$ cat config.mk
export PLATFORM = sky130hd
export DESIGN_NAME = crc16_frame_validator_top
export DESIGN_NICKNAME = d
export VERILOG_FILES = /design/src/hw/rtl/crcfv_pkg.sv /design/src/hw/rtl/crcfv_apb_regs.sv /design/src/hw/rtl/crcfv_frame_engine.sv /design/src/hw/rtl/crc16_frame_validator_top.sv
export SDC_FILE = /design/constraint.sdc
export NUM_CORES = 1
export LEC_CHECK = 0
export BUFFER_PORTS_ARGS = -buffer_cell sky130_fd_sc_hd__buf_2
export CAP_MARGIN = 5
export CORE_AREA = 2 2 86 129
export DETAILED_ROUTE_END_ITERATION = 10
export DIE_AREA = 0 0 88 131
export GPL_TIMING_DRIVEN = 0
export PLACE_DENSITY = 0.81
export SYNTH_ARGS = -nofsm -noshare
export SYNTH_HDL_FRONTEND = slang
export SYNTH_SLANG_ARGS = --single-unit
$ cat constraint.sdc
create_clock -name clk -period 11.6 [get_ports clk]
set_input_delay 2.32 -clock clk [delete_from_list [all_inputs] [get_ports clk]]
set_output_delay 2.32 -clock clk [all_outputs]
set_load 0.005 [all_outputs]
$ cat src/hw/rtl/crcfv_pkg.sv
// ----------------------------------------------------------------------------
// crcfv_pkg
// Shared types, status codes and the CRC-16/CCITT-FALSE byte update for the
// CRC-16 frame validator.
// ----------------------------------------------------------------------------
package crcfv_pkg;

  // Frame layout and CRC constants
  localparam int unsigned POS_W       = 9;
  localparam int unsigned HDR_BYTES   = 4;
  localparam int unsigned MIN_BYTES   = 6;
  localparam logic [15:0] CRC_INIT    = 16'hFFFF;
  localparam logic [15:0] CRC_POLY    = 16'h1021;
  localparam logic [15:0] CRC_TOP     = 16'h8000;
  localparam logic [POS_W-1:0] POS_MAX = {POS_W{1'b1}};

  // Configuration port
  localparam int unsigned PADDR_W = 2;
  localparam int unsigned PDATA_W = 32;
  localparam logic [7:0]  MAGIC_RESET = 8'h00;

  // Verdict codes
  localparam logic [1:0] STATUS_OK        = 2'd0;
  localparam logic [1:0] STATUS_TOO_SHORT = 2'd1;
  localparam logic [1:0] STATUS_BAD_MAGIC = 2'd2;
  localparam logic [1:0] STATUS_BAD_CRC   = 2'd3;

  // One received byte with its buffer marks
  typedef struct packed {
    logic [7:0] data_byte;
    logic       first_of_buffer;
    logic       last_of_buffer;
  } frame_in_t;

  // One result: forwarded payload byte and/or verdict
  typedef struct packed {
    logic [7:0] out_byte;
    logic       is_payload;
    logic       is_verdict;
    logic [1:0] status;
    logic [7:0] frame_msg_id;
    logic [7:0] frame_seq;
    logic [7:0] payload_length;
  } frame_out_t;

  // Fold one byte into the CRC, MSB first, all eight bit steps unrolled
  function automatic logic [15:0] crc_add_byte(input logic [15:0] crc,
                                               input logic [7:0]  b);
    logic [15:0] c;
    c = crc ^ {b, 8'h00};
    for (int k = 0; k < 8; k++) begin
      if ((c & CRC_TOP) != 16'h0000) begin
        c = {c[14:0], 1'b0} ^ CRC_POLY;
      end else begin
        c = {c[14:0], 1'b0};
      end
    end
    return c;
  endfunction

endpackage

$ cat src/hw/rtl/crcfv_apb_regs.sv
// ----------------------------------------------------------------------------
// crcfv_apb_regs
// APB-style register port holding the expected magic byte.
// ----------------------------------------------------------------------------
module crcfv_apb_regs (
  input  logic                          clk,
  input  logic                          rst,
  input  logic                          psel,
  input  logic                          penable,
  input  logic                          pwrite,
  input  logic [crcfv_pkg::PADDR_W-1:0] paddr,
  input  logic [crcfv_pkg::PDATA_W-1:0] pwdata,
  output logic [crcfv_pkg::PDATA_W-1:0] prdata,
  output logic                          pready,
  output logic [7:0]                    magic_value
);
  import crcfv_pkg::*;

  logic wr_en;

  // Single register at offset 0
  assign wr_en  = psel && penable && pwrite && (paddr == '0);
  assign pready = 1'b1;
  assign prdata = {{(PDATA_W-8){1'b0}}, magic_value};

  // Hold the magic byte, update on a completed write
  always_ff @(posedge clk) begin
    if (rst) begin
      magic_value <= MAGIC_RESET;
    end else if (wr_en) begin
      magic_value <= pwdata[7:0];
    end
  end

endmodule

$ cat src/hw/rtl/crcfv_frame_engine.sv
// ----------------------------------------------------------------------------
// crcfv_frame_engine
// Frame parse state and its single-pass next-state logic: header capture,
// byte-wide CRC update, payload forwarding and verdict generation.
// ----------------------------------------------------------------------------
module crcfv_frame_engine (
  input  logic                  clk,
  input  logic                  rst,
  input  logic                  step,
  input  crcfv_pkg::frame_in_t  item_q,
  input  logic [7:0]            magic_value,
  output logic                  has_result,
  output crcfv_pkg::frame_out_t result_next
);
  import crcfv_pkg::*;

  // Parse state
  logic [POS_W-1:0] byte_position;
  logic [15:0]      running_crc;
  logic             magic_mismatch;
  logic [7:0]       header_length;
  logic [7:0]       header_msg_id;
  logic [7:0]       header_seq;
  logic [7:0]       crc_low_byte;
  logic             frame_finished;

  logic [POS_W-1:0] byte_position_next;
  logic [15:0]      running_crc_next;
  logic             magic_mismatch_next;
  logic [7:0]       header_length_next;
  logic [7:0]       header_msg_id_next;
  logic [7:0]       header_seq_next;
  logic [7:0]       crc_low_byte_next;
  logic             frame_finished_next;

  // Working values after an optional start-of-buffer clear
  logic [POS_W-1:0] pos;
  logic [15:0]      crc_cur;
  logic             mism_cur;
  logic [7:0]       len_cur;
  logic             fin_cur;
  logic [POS_W-1:0] crc_lo_pos;
  logic [15:0]      crc_upd;
  logic [15:0]      crc_got;
  logic             payload;
  logic             verdict;
  logic [1:0]       status;

  assign crc_upd = crc_add_byte(crc_cur, item_q.data_byte);
  assign crc_got = {item_q.data_byte, crc_low_byte_next};

  always_comb begin
    // Start from current state, or from a cleared frame on a first mark
    pos                 = item_q.first_of_buffer ? '0 : byte_position;
    crc_cur             = item_q.first_of_buffer ? CRC_INIT : running_crc;
    mism_cur            = item_q.first_of_buffer ? 1'b0 : magic_mismatch;
    len_cur             = item_q.first_of_buffer ? 8'h00 : header_length;
    fin_cur             = item_q.first_of_buffer ? 1'b0 : frame_finished;
    header_msg_id_next  = item_q.first_of_buffer ? 8'h00 : header_msg_id;
    header_seq_next     = item_q.first_of_buffer ? 8'h00 : header_seq;
    crc_low_byte_next   = item_q.first_of_buffer ? 8'h00 : crc_low_byte;
    byte_position_next  = pos;
    running_crc_next    = crc_cur;
    magic_mismatch_next = mism_cur;
    header_length_next  = len_cur;
    frame_finished_next = fin_cur;
    crc_lo_pos          = {1'b0, len_cur} + POS_W'(HDR_BYTES);
    payload             = 1'b0;
    verdict             = 1'b0;
    status              = STATUS_OK;

    if (!fin_cur) begin
      // Place the byte within the frame
      if (pos < POS_W'(HDR_BYTES)) begin
        case (pos[1:0])
          2'd0:    magic_mismatch_next = (item_q.data_byte != magic_value);
          2'd1:    header_msg_id_next  = item_q.data_byte;
          2'd2:    header_length_next  = item_q.data_byte;
          default: header_seq_next     = item_q.data_byte;
        endcase
        running_crc_next = crc_upd;
      end else if (pos < crc_lo_pos) begin
        running_crc_next = crc_upd;
        payload          = !mism_cur;
      end else if (pos == crc_lo_pos) begin
        crc_low_byte_next = item_q.data_byte;
      end else begin
        verdict = 1'b1;
        if (mism_cur) begin
          status = STATUS_BAD_MAGIC;
        end else if (crc_got == crc_cur) begin
          status = STATUS_OK;
        end else begin
          status = STATUS_BAD_CRC;
        end
      end

      // Close an incomplete frame at buffer end
      if (!verdict && item_q.last_of_buffer) begin
        verdict = 1'b1;
        if (pos < POS_W'(MIN_BYTES - 1)) begin
          status = STATUS_TOO_SHORT;
        end else if (mism_cur) begin
          status = STATUS_BAD_MAGIC;
        end else begin
          status = STATUS_TOO_SHORT;
        end
      end

      // Advance the saturating position
      byte_position_next  = (pos == POS_MAX) ? POS_MAX : pos + 1'b1;
      frame_finished_next = verdict;
    end
  end

  // Result seen by the output register
  assign has_result                 = payload || verdict;
  assign result_next.out_byte       = payload ? item_q.data_byte : 8'h00;
  assign result_next.is_payload     = payload;
  assign result_next.is_verdict     = verdict;
  assign result_next.status         = verdict ? status : STATUS_OK;
  assign result_next.frame_msg_id   = header_msg_id_next;
  assign result_next.frame_seq      = header_seq_next;
  assign result_next.payload_length = header_length_next;

  // Commit state when the held item is processed
  always_ff @(posedge clk) begin
    if (rst) begin
      byte_position  <= '0;
      running_crc    <= CRC_INIT;
      magic_mismatch <= 1'b0;
      header_length  <= 8'h00;
      header_msg_id  <= 8'h00;
      header_seq     <= 8'h00;
      crc_low_byte   <= 8'h00;
      frame_finished <= 1'b0;
    end else if (step) begin
      byte_position  <= byte_position_next;
      running_crc    <= running_crc_next;
      magic_mismatch <= magic_mismatch_next;
      header_length  <= header_length_next;
      header_msg_id  <= header_msg_id_next;
      header_seq     <= header_seq_next;
      crc_low_byte   <= crc_low_byte_next;
      frame_finished <= frame_finished_next;
    end
  end

endmodule

$ cat src/hw/rtl/crc16_frame_validator_top.sv
// ----------------------------------------------------------------------------
// crc16_frame_validator_top
// Streaming frame checker: forwards payload bytes and gives one verdict per
// frame, checked with CRC-16/CCITT-FALSE.
// ----------------------------------------------------------------------------
// Takes one byte per cycle while not stalled; the byte is held in an input
// register, then the parse state, header capture and an eight-step unrolled
// CRC byte update run in one pass into the result register. A byte that
// produces no result still passes through the input register. Input stalls
// only while a result waits in the output register and the input register is
// full. The magic byte is set over the register port at offset 0.
module crc16_frame_validator_top (
  input  logic                          clk,
  input  logic                          rst,
  input  logic                          psel,
  input  logic                          penable,
  input  logic                          pwrite,
  input  logic [crcfv_pkg::PADDR_W-1:0] paddr,
  input  logic [crcfv_pkg::PDATA_W-1:0] pwdata,
  output logic [crcfv_pkg::PDATA_W-1:0] prdata,
  output logic                          pready,
  input  logic                          item_valid,
  output logic                          item_ready,
  input  crcfv_pkg::frame_in_t          item,
  output logic                          result_valid,
  input  logic                          result_ready,
  output crcfv_pkg::frame_out_t         result
);
  import crcfv_pkg::*;

  logic       [7:0] magic_value;
  frame_in_t        item_q;
  logic             item_q_valid;
  logic             advance;
  logic             has_result;
  frame_out_t       result_next;

  crcfv_apb_regs u_regs (
    .clk         (clk),
    .rst         (rst),
    .psel        (psel),
    .penable     (penable),
    .pwrite      (pwrite),
    .paddr       (paddr),
    .pwdata      (pwdata),
    .prdata      (prdata),
    .pready      (pready),
    .magic_value (magic_value)
  );

  crcfv_frame_engine u_engine (
    .clk         (clk),
    .rst         (rst),
    .step        (advance),
    .item_q      (item_q),
    .magic_value (magic_value),
    .has_result  (has_result),
    .result_next (result_next)
  );

  // Process the held item when the output register can take its result
  assign advance    = item_q_valid && (!result_valid || result_ready);
  assign item_ready = !item_q_valid || advance;

  // Input register
  always_ff @(posedge clk) begin
    if (rst) begin
      item_q_valid <= 1'b0;
    end else if (item_valid && item_ready) begin
      item_q_valid <= 1'b1;
    end else if (advance) begin
      item_q_valid <= 1'b0;
    end
  end

  always_ff @(posedge clk) begin
    if (item_valid && item_ready) begin
      item_q <= item;
    end
  end

  // Result register
  always_ff @(posedge clk) begin
    if (rst) begin
      result_valid <= 1'b0;
    end else if (advance) begin
      result_valid <= has_result;
    end else if (result_ready) begin
      result_valid <= 1'b0;
    end
  end

  always_ff @(posedge clk) begin
    if (advance && has_result) begin
      result <= result_next;
    end
  end

endmodule

==> metrics.md, run 1 <==
| Metric | Value |
|---|---|
| Outcome | finished clean |
| P per Cell Area | between 150 and 200 nW/µm² |
| Routability cong. | ~0.95 |
| CTS root buf | clkbuf_16 |
| Maximum vdd drop | approximately 0.11 mV |
| Hold WC Path Type | flip-flop to flip-flop |
| Reg clk slew, reported paths | 60 ps |
| Remaining Overflow, GRT | 0 |
| Sequential-to-total area share from yosys stat | 0.451 |
| Port bufs | approximately 70 |
| Post-synth EDFFs | 46 |
| # fillers | 790 |
| Most common cell after layout, fill and taps aside | nor2_1 |
| Routed Antenna Nets | 0 |
| #FFs+latches synth | roughly 120 |
| Crit Path Max Fanout | 36 |
| Initial Util | 0.589 |
| Worst Setup Start Kind | flip-flop |
| Worst clock skew | approximately 5.7 ps |
| Total Routing Usage GR | 0.291 |
| CTS buffer count | 17 |
| RSZ-0062 raised after global routing | no |
| WL per Instance | about 17 µm |
| Fin worst setup slack | around 6300 ps |
| Nets | roughly 840 |
| F_max | roughly 0.19 GHz |
| Netlist cell types | between 50 and 60 |
| Row cnt | between 40 and 50 |
| Violation count after the first detailed-route iteration | 409 |
| Final Cell Area | around 7300 µm² |
| CTS sink count | 115 |
| Clock Latency Late Sink | roughly 420 ps |
| DR vias/cell | about 5.7 |
| Rel. slew slack | 0.449 |
| H-tree depth | 4 |
| Async SR Flop Fraction | 0 |
| Pre-CTS setup slack | ~5800 ps |
| Die ar. | between 10000 and 15000 µm² |
| Dominant cell type by area after synthesis | dfxtp_1 |
| Final Total Pwr | 1.12 mW |
| Reg2Reg Depth | 13 |
| Clk buf depth | 2 |
| Die width | roughly 88 µm |
| Leak | around 3 nW |
| Final setup violation count | 0 |
| WHS Path Cells | 2 |
| Largest cells by area after synthesis | dfxtp_1, edfxtp_1, nor2_1 |
| Total of warnings raised by yosys | 0 |
| First-pass DRT Iterations | 5 |
| Mean Syn Cell Area | 9.21 µm² |
| Setup TNS | 0 ps |
| Cells after Synth | ~670 |
| Area grow syn2layout | 19.5% |
| Layout cells sized above 1 | 0.212 |
| Final period util | 0.459 |
| Post-CTS Setup Bufs | 0 |
| Max_cap viols | 0 |
| Critical path arrival | ~5400 ps |
| Post-synthesis cell area | between 6000 and 7000 µm² |
| WP data required | about 12000 ps |
| CTS tree | done |
| Die Y | ~130 µm |
| Final Hold Vio Count | 0 |
| Ys flop type | dfxtp_1 |
| Max Slew Vio Count | 0 |
| Residual DRC | 0 |
| Cts hold-fix bufs | 0 |
| Crit path kind | flip-flop to flip-flop |
| Setup slack, reg-to-reg | approximately 6300 ps |
| Share of Yosys cell area claimed by the top area cell type | 0.225 |
| IO Pins | between 100 and 150 |
| Vias | ~5.3k |
| Final Util | 0.703 |
| First-pass GRT wire length | roughly 25000 µm |
| # resized after CTS | 0 |
| Core ar. | between 10000 and 15000 µm² |
| Placed Area | about 6800 µm² |
| Total wire length | 16000 µm |
| Detailed Place HPWL | between 10000 and 15000 µm |
| Initial antenna violation count | 0 |
| Worst Setup End Kind | flip-flop |
| Leading cell types in the layout, fill and taps excluded | nor2_1, buf_2, dfxtp_1 |
| Crit path time final | 5330 ps |
| Worst Tran Pin Value | between 800 and 900 ps |
| Antenna cell count | 0 |
| Vias in the first global route | between 5k and 6k |
| Largest net degree at the start of global routing | 37 |
-- cell type report --
type                       count  area, µm²  area share
timing repair buffer          71        355      0.0485
clock inverter                15        146      0.0200
inverter                       6       22.5     0.00307
multi-input combinational    498       3050       0.416
tap                          144        180      0.0246
buffer                        70        383      0.0523
sequential                   115       2760       0.377
clock buffer                  17        425      0.0581
-- registers in the layout, indices dropped and copies added, names as in the netlist --
register / flops
item_q: 10
item_q_valid: 1
result: 36
result_valid: 1
u_engine.byte_position: 9
u_engine.crc_low_byte: 8
u_engine.frame_finished: 1
u_engine.header_length: 8
u_engine.header_msg_id: 8
u_engine.header_seq: 8
u_engine.magic_mismatch: 1
u_engine.running_crc: 16
u_regs.magic_value: 8
-- report_power, final --
group	internal (mW)	total (mW)	switching [mW]
sequential	0.445	0.461	0.0160
clock	0.300	0.505	0.205
combinational	0.0624	0.156	0.0938
-- worst paths after layout --
kind / endpoint / startpoint
max reg2reg: result[19]$_DFFE_PP_ / item_q[1]$_DFFE_PP_
min: u_engine.header_seq[0]$_SDFFE_PP0P_ / u_engine.header_seq[0]$_SDFFE_PP0P_
max: result[19]$_DFFE_PP_ / item_q[1]$_DFFE_PP_
min reg2reg: u_engine.header_seq[0]$_SDFFE_PP0P_ / u_engine.header_seq[0]$_SDFFE_PP0P_
-- logic make-up after synthesis --
family / synth area share
buf+inv: 0.0661
compound gates: 0.116
flops: 0.451
mux: 0.0490
fa+ha+maj: 0.0245
other cells: 0.00122
xor+xnor: 0.0686
simple gates: 0.224
-- cells in the mapped netlist (all sizes together), types with 9 or more instances --
cell type,count
nor2,96
nor2b,26
nor3,38
o211ai,18
o21ai,18
nand3,9
nand2b,19
a21oi,28
clkbuf,32
a211oi,11
mux2,16
a22oi,10
edfxtp,46
ha,12
mux2i,12
xor2,21
dfxtp,69
xnor2,27
and2,10
nand2,63
buf,38
-- metrics by stage --
stage	hold slack (ps)	cells
finish	463	936
global placement	442	904
global route	485	936
floorplan	437	689
detailed placement	453	904
CTS	460	936
-- layer usage --
| layer | vias to the layer above | part of all wire | global-route usage |
|---|---|---|---|
| met4 | 0 | 0.045 | 0.168 |
| met1 | 2471 | 0.37 | 0.307 |
| met2 | 275 | 0.52 | 0.519 |
| met5 | - | 0 | 0 |
| li1 | 2487 | - | - |
| met3 | 58 | 0.066 | 0.0716 |
-- worst max-delay path: stages (launching register included) --
cell      delay (ps)
edfxtp_1         320
buf_2            240
clkbuf_1         530
clkbuf_1         460
clkbuf_1         420
nand2b_1         220
inv_1            110
ha_1             320
a221o_1          390
a21oi_1          290
nor2_1            70
nor4_1           510
buf_2            330
o21a_2           700
No activity file was read; power rests on OpenSTA's default activity.
==> inputs of run 2 (changes only) <==
- CORE_AREA: 2 2 86 129 -> 2 2 89 134
- DIE_AREA: 0 0 88 131 -> 0 0 91 136
- PLACE_DENSITY: 0.81 -> 0.75
- clock period: 11.6 -> 5 ns (I/O delays scaled with it)
==> run 2 against run 1 <==
  * Core utilization is 4.7 points lower
  * First-iteration DRC count is 19% lower
  * Flip-flop and latch count stayed put
  * Register-to-register slack worse by 6000 ps
  * Final cell count is 0.64% higher
  * Via count is 0.74% lower
  * Largest cell class unchanged
==> metrics.md, run 2 (synthesis gave the netlist of run 1 again) <==
| Metric | Value |
|---|---|
| Outcome | finished clean |
| Setup slack, reg-to-reg | 270 ps |
| CTS sink count | 115 |
| Most common cell after layout, fill and taps aside | nor2_1 |
| First-pass DRT Iterations | 5 |
| Die width | just over 90 µm |
| Antenna cell count | 0 |
| Clock Latency Late Sink | ~420 ps |
| Placed Area | around 6800 µm² |
| Final Hold Vio Count | 0 |
| Largest reg by FF count | result |
| Sw Ratio | 0.255 |
| Comb pwr share | 0.135 |
| F_max | 0.211 GHz |
| CTS tree | done |
| Sequential power share | 0.395 |
| Routability cong. | roughly 0.88 |
| Crit path time final | about 4700 ps |
| Final Cell Area | approximately 7400 µm² |
| Die ar. | roughly 12000 µm² |
| Detailed Place HPWL | roughly 12000 µm |
| Area grow syn2layout | 20.9% |
| Port bufs | 71 |
| Max_cap viols | 0 |
| Row cnt | between 40 and 50 |
| WL per Instance | 17.2 µm |
| Remaining Overflow, GRT | 0 |
| H-tree depth | 4 |
| P per Cell Area | 365 nW/µm² |
| Largest net degree at the start of global routing | 26 |
| Crit path kind | flip-flop to flip-flop |
| Layout cells sized above 1 | 0.212 |
| Die Y | 136 µm |
| Total wire length | ~16000 µm |
| Leading cell types in the layout, fill and taps excluded | nor2_1, buf_2, dfxtp_1 |
| Worst Tran Pin Value | between 800 and 900 ps |
| Final period util | 0.946 |
| Non-filler instance count after layout | between 900 and 1k |
| Maximum vdd drop | around 0.26 mV |
| Crit Path Max Fanout | 25 |
| Worst Setup Start Kind | flip-flop |
| Final setup violation count | 0 |
| IO Pins | about 120 |
| Vias in the first global route | 4988 |
| Violation count after the first detailed-route iteration | roughly 330 |
| RSZ-0062 raised after global routing | no |
| Post-CTS Setup Bufs | 0 |
| Clock power share | 0.469 |
| Worst clock skew | ~9.1 ps |
| CP cell instances | buf_2 > buf_2 > buf_2 > buf_2 > nor2b_1 > ha_1 > a211oi_1 > o211ai_1 > a21oi_1 > nor2_1 > nor4_2 > buf_2 > o21a_2 > buf_16 |
| First-pass GRT wire length | between 20000 and 30000 µm |
| Cell mode on critical path | buf_2 |
| DR vias/cell | roughly 5.6 |
| Nets | 842 |
| Internal power | between 2 and 2.5 mW |
| Max Slew Vio Count | 0 |
| Initial antenna violation count | 0 |
| Slowest-stage cell, CP | nor4_2 |
| Setup TNS | 0 ps |
| Hold WC Path Type | flip-flop to flip-flop |
| Dpl cells | between 900 and 1k |
| CTS root buf | clkbuf_16 |
| Total Routing Usage GR | 0.269 |
| Initial Util | 0.543 |
| Leak | 3.05 nW |
| Reg clk slew, reported paths | around 50 ps |
| Critical path arrival | 4850 ps |
| WP data required | ~5100 ps |
| Core ar. | ~11000 µm² |
| CTS buffer count | 17 |
| Clk buf depth | 2 |
| Residual DRC | 0 |
| Biggest regs | result x36, u_engine.running_crc x16, item_q x10 |
| Vias | 5252 |
| Final Total Pwr | around 2.7 mW |
| Critical Path Max Stage Delay | approximately 430 ps |
| Max FFs per register | 36 |
| Switch Pwr | between 0.6 and 0.7 mW |
| Worst Setup End Kind | flip-flop |
| Routed Antenna Nets | 0 |
| Hold slack | roughly 460 ps |
| Rel. slew slack | 0.450 |
[run 2: layout make-up]
type	count	area, µm²
clock buffer	19	433
fill	973	3880
timing repair buffer	72	383
clock inverter	13	184
buffer	69	380
sequential	115	2760
multi-input combinational	498	3060
tap	150	188
inverter	6	22.5
[run 2: power groups by stage]
stage	logic, mW	registers (mW)	clock network [mW]
2_1_floorplan	0.254	1.08	0
3_3_place_gp	0.347	1.09	0
3_5_place_dp	0.357	1.09	0
4_1_cts	0.361	1.07	1.27
5_1_grt	0.402	1.07	1.31
6_report	0.366	1.07	1.27
[run 2: final timing paths]
| path | from | to | cells after the start |
|---|---|---|---|
| min reg2reg | u_engine.header_seq[2]$_SDFFE_PP0P_ | u_engine.header_seq[2]$_SDFFE_PP0P_ | 2 |
| max reg2reg | item_q[1]$_DFFE_PP_ | result[31]$_SDFFCE_PN0P_ | 14 |
| min | u_engine.header_seq[2]$_SDFFE_PP0P_ | u_engine.header_seq[2]$_SDFFE_PP0P_ | 2 |
| max | item_q[1]$_DFFE_PP_ | result[31]$_SDFFCE_PN0P_ | 14 |
[run 2: repair_timing]
| action | 4_1_cts | 5_1_grt |
|---|---|---|
| endpoints found under the setup margin | 36 | 36 |
| hold buffers | 0 | 0 |
| resized for setup | 1 | 2 |
| endpoints found under the hold margin | 0 | 0 |
[run 2: metrics by stage]
stage | setup WS, ps | util
after CTS | 39.9 | 0.656
final | 268 | 0.656
after floorplan | 780 | -
after global placement | -771 | 0.599
after global routing | 10.0 | 0.656
after detailed placement | -406 | 0.601
[run 2: metal layers]
metal / track usage / up-vias / part of all wire
li1: - / 2500 / -
met1: 0.298 / 2451 / 0.38
met2: 0.500 / 263 / 0.53
met3: 0.0377 / 38 / 0.056
met4: 0.133 / 0 / 0.033
met5: 0 / - / 0
[run 2: worst max-delay path, delay by kind of cell (launching register included)]
kind | cells | cell delay (ps)
adders and majority gates | 1 | 330
and+or+nand+nor | 3 | 670
DFF | 1 | 330
AOI/OAI and AO/OA | 4 | 1180
buffers and inverters | 6 | 1930
